--- config.mk ---
export PLATFORM = sky130hd
export DESIGN_NAME = nbtp_ram
export DESIGN_NICKNAME = d
export VERILOG_FILES = /design/src/sv/nbtp_ram.sv
export SDC_FILE = /design/constraint.sdc
export NUM_CORES = 1
export LEC_CHECK = 0
export ABC_AREA = 1
export BUFFER_PORTS_ARGS = -buffer_cell sky130_fd_sc_hd__clkbuf_2
export CORE_MARGIN = 2
export CORE_UTILIZATION = 45
export CTS_BUF_LIST = sky130_fd_sc_hd__clkbuf_8
export DETAILED_ROUTE_END_ITERATION = 8
export GPL_TIMING_DRIVEN = 1
export HOLD_SLACK_MARGIN = 0.06
export MAX_ROUTING_LAYER = met4
export PLACE_DENSITY = 0.66
export RECOVER_POWER = 100
export SYNTH_ARGS = -nofsm -noshare
export SYNTH_HDL_FRONTEND = slang
export SYNTH_SLANG_ARGS = --single-unit
--- constraint.sdc ---
create_clock -name clk -period 2.5 [get_ports clk]
set_input_delay 0.25 -clock clk [delete_from_list [all_inputs] [get_ports clk]]
set_output_delay 0.25 -clock clk [all_outputs]
set_load 0.03 [all_outputs]
--- src/sv/nbtp_ram.sv ---
// Generic single-write, single-read RAM with registered read data.
module nbtp_ram #(
  parameter int WIDTH = 8,
  parameter int DEPTH = 16,
  parameter int AW    = (DEPTH > 1) ? $clog2(DEPTH) : 1
) (
  input  logic             clk,
  input  logic             wr_en,
  input  logic [AW-1:0]    wr_addr,
  input  logic [WIDTH-1:0] wr_data,
  input  logic             rd_en,
  input  logic [AW-1:0]    rd_addr,
  output logic [WIDTH-1:0] rd_data
);

  logic [WIDTH-1:0] mem [DEPTH];

  always_ff @(posedge clk) begin
    if (wr_en) begin
      mem[wr_addr] <= wr_data;
    end
    if (rd_en) begin
      rd_data <= mem[rd_addr];
    end
  end

endmodule

# ---- After elaboration in Yosys (flattened, before gate mapping)
# Memories as Yosys holds them, arrays and structs flattened. A register that Yosys moved wholly into a read port is not among the register bits.
# Cells that the tools add are included.
dict set report totals {
  out_inout_bits 8
  reg_bits 0
  elab_cells 3
  memories 1
  ram_bits 128
}
dict set report classes {
  muxes 2
}
# name depth word_bits rd rd_ports_with_merged_regs write_ports line
set memory_table {}
lappend memory_table {mem 16 8 1 1 1 16} ;# logic [WIDTH-1:0] mem [DEPTH];
# op n
set op_table {}
lappend op_table {{$mux W1} 2}

# ---- Depth between registers and ports, before layout
dict set report depth {
  word_depth 2
  depth_mapped 8
}

# ---- Worst setup path after synthesis
# No wires, ideal clock.
dict set report synth_timing {
  path_kind {input -> register}
  from {in wr_addr[2]}
  to {mem mem[10][0] (enable)}
  cell_stages 2
  path_buffers 0
  t_required_ns 2.130
  slack_ns 1.299
  arrival_time_ns 0.831
  setup_time_ns 0.370
  path_cell_list {nand3b_1 -> nor2_1}
}
# element line
set synth_lines {}
lappend synth_lines {{start, declared} 9} ;# input logic [AW-1:0] wr_addr,
lappend synth_lines {{end, declared} 16}
# No word-level cell before the write port.

==> impl_metrics.toml <==
[power_and_ir_drop]
ir_worst_vdd_mv = 0.447
p_switching_mw = 1.05
p_int_mw = 3.70
power_frac_clock = 0.390
combPwrFrac = 0.065
powerDensity_nw_per_um2 = 736
p_seq_frac = 0.545
power_leakage_nw = 2.70
switching_share = 0.221
power.total_mw = 4.74

[drt]
ant_nets = 0
routed_wl_um = 12700
wire_per_inst_um = 16.7
drc = 0
vias_per_cell = 4.84
num_vias = 3693
first_iter_violations = 269
dr.pass1.iters = 4

[cells_and_area]
n_fill_cell = 1150
final_cell_mix = "nand2_1 (173), edfxtp_1 (136), inv_1 (102)"
area_growth_pct = 10.2
nets = 597
final_common_cell = "nand2_1"
final_layout_size_suffix_gt1_frac = 0.0558
diodes = 0

[yosys]
synth_top_cell_by_area = "edfxtp_1"
synth_cells = 551
synth.distinct_cells = 11
synth-seq-cells = 136
ys_seq_area_frac = 0.698
ys_top_cells_by_area = "edfxtp_1 (70%), nand2_1 (11%), nand3_1 (8.3%)"
synth_area_um2 = 5850
avgSynthCellArea_um2 = 10.6
syn_nets = 570
ys_warn_count = 0
synth.top_cell.area_share = 0.698

[clock_tree]
holdBufCountCts = 0
cts_resized = 0
htreeDepth = 4
path_clk_slew_ps = 70
numCtsBuffers = 17
post-cts-setup-buffers = 0
cts_buffer_depth = 2
cts_sinks = 136
cts_root_buffer = "clkbuf_8"
clk_latency_ps = 450
cts_tree = "yes"

[timing]
fmax_ghz = 0.579
drv_slew = 0
rsz0062_at_grt = "no"
finalSetupTns_ps = 0
relSlewSlack = 0.296
finalCritPeriodShare = 0.691
final.min_clock_period_ps = 1730
finalClockSkew_ps = 11.8
report.final.hold_viol_count = 0
tightest_slew_ps = 1060
setup_violations = 0

[critical_path]
arrival_ps = 1920
slowest_stage = "inv_1"
start_kind = "primary input"
cp_max_fo = 33
worstPathRequired_ps = 2700
crit_type = "in2reg"
end_kind = "flip-flop"
critPathMostFrequentCell = "nand3_1"
cpLargestDelayFamily = "buffers and inverters"
critPathMaxStageDelay_ps = 560
cp_cell_sequence = "clkbuf_2 > buf_4 > inv_1 > nand3_1 > nand3_1 > nand3_1 > nand2_1"
cp_num_buf_inv = 3

[run_status]
outcome = "finished, final reports clean"

[floorplanning]
initial_core_util = 0.461
dieArea_um2 = 13900
io_pins = 27
std_cell_rows = 41
chipWidth_um = 118
coreArea_um2 = 12700
die_h_um = 118

[place]
port_buffers = 26
hpwl_um = 7760
gp_congestion = 0.894

[grt]
grt_pass1_wl_um = 19500
gr-usage-met1 = 0.259
grt_pass1_vias = 3531
antenna_found_initial = 0
busiest_layer = "met2"
grt_use_met3 = 0.0451
grtUsageMet2 = 0.289
overflow = 0
grt_max_degree = 65
grt_usage = 0.196

[job]
maxCapViolCount = 0

[worst_hold_path]
hold_class = "in2reg"
power groups by stage:
stage	combinational, mW	sequential, mW	clock, mW
after floorplan	0.180	2.65	0
after global placement	0.310	2.63	0
after detailed placement	0.315	2.63	0
after CTS	0.316	2.58	1.87
after global routing	0.341	2.59	1.97
final	0.308	2.59	1.85
cells in the mapped netlist (all sizes together):
| master | n |
|---|---|
| nand3 | 97 |
| nor2 | 17 |
| nand2 | 173 |
| inv | 102 |
| nand3b | 2 |
| buf | 24 |
| edfxtp | 136 |
per-layer routing:
| metal | part of all wire | vias up |
|---|---|---|
| met5 | 0 | - |
| met4 | 0.027 | 0 |
| met3 | 0.045 | 28 |
| met2 | 0.46 | 88 |
| met1 | 0.47 | 1748 |
| li1 | - | 1829 |
state kept, by name (all words and copies together) (netlist names):
signal   cells
mem        128
rd_data      8
cell type report:
| class | count | area, um^2 | area share |
|---|---|---|---|
| clock buffer | 17 | 234 | 0.0363 |
| tap | 172 | 215 | 0.0334 |
| sequential | 136 | 4080 | 0.634 |
| timing repair buffer | 32 | 150 | 0.0233 |
| multi-input combinational | 289 | 1210 | 0.188 |
| inverter | 102 | 383 | 0.0594 |
| clock inverter | 15 | 165 | 0.0256 |
metrics by stage:
stage	hold WS [ps]	worst slack [ps]	instance area, um^2	std cells	utilization
3_5_place_dp	685	663	6080	731	0.480
2_1_floorplan	349	1300	5850	551	-
4_1_cts	202	1130	6480	763	0.512
3_3_place_gp	680	687	6080	731	0.480
6_report	307	773	6440	763	0.509
5_1_grt	303	706	6440	763	0.509
worst min-delay path, stage by stage:
cell and delay (ps):
clkbuf_2 230, nand3_1 110, nand2_1 60
final timing paths:
check                 startpoint                    to  slack (ps)  cells past startpoint
max                   rd_addr[1]  rd_data[7]$_DFFE_PP_         770                      7
max reg2reg  mem[1][7]$_DFFE_PP_  rd_data[7]$_DFFE_PP_        1250                      6
min                   rd_addr[3]  rd_data[3]$_DFFE_PP_         310                      3
min reg2reg  mem[6][2]$_DFFE_PP_  rd_data[2]$_DFFE_PP_         750                      6
cell families (layout without fill, tap and decap cells):
logic type | Yosys count | count (layout) | synth area share
flops | 136 | 136 | 0.698
buf+inv | 126 | 166 | 0.0939
simple gates | 289 | 289 | 0.208
Note: power is estimated with default switching activity, not from simulation.
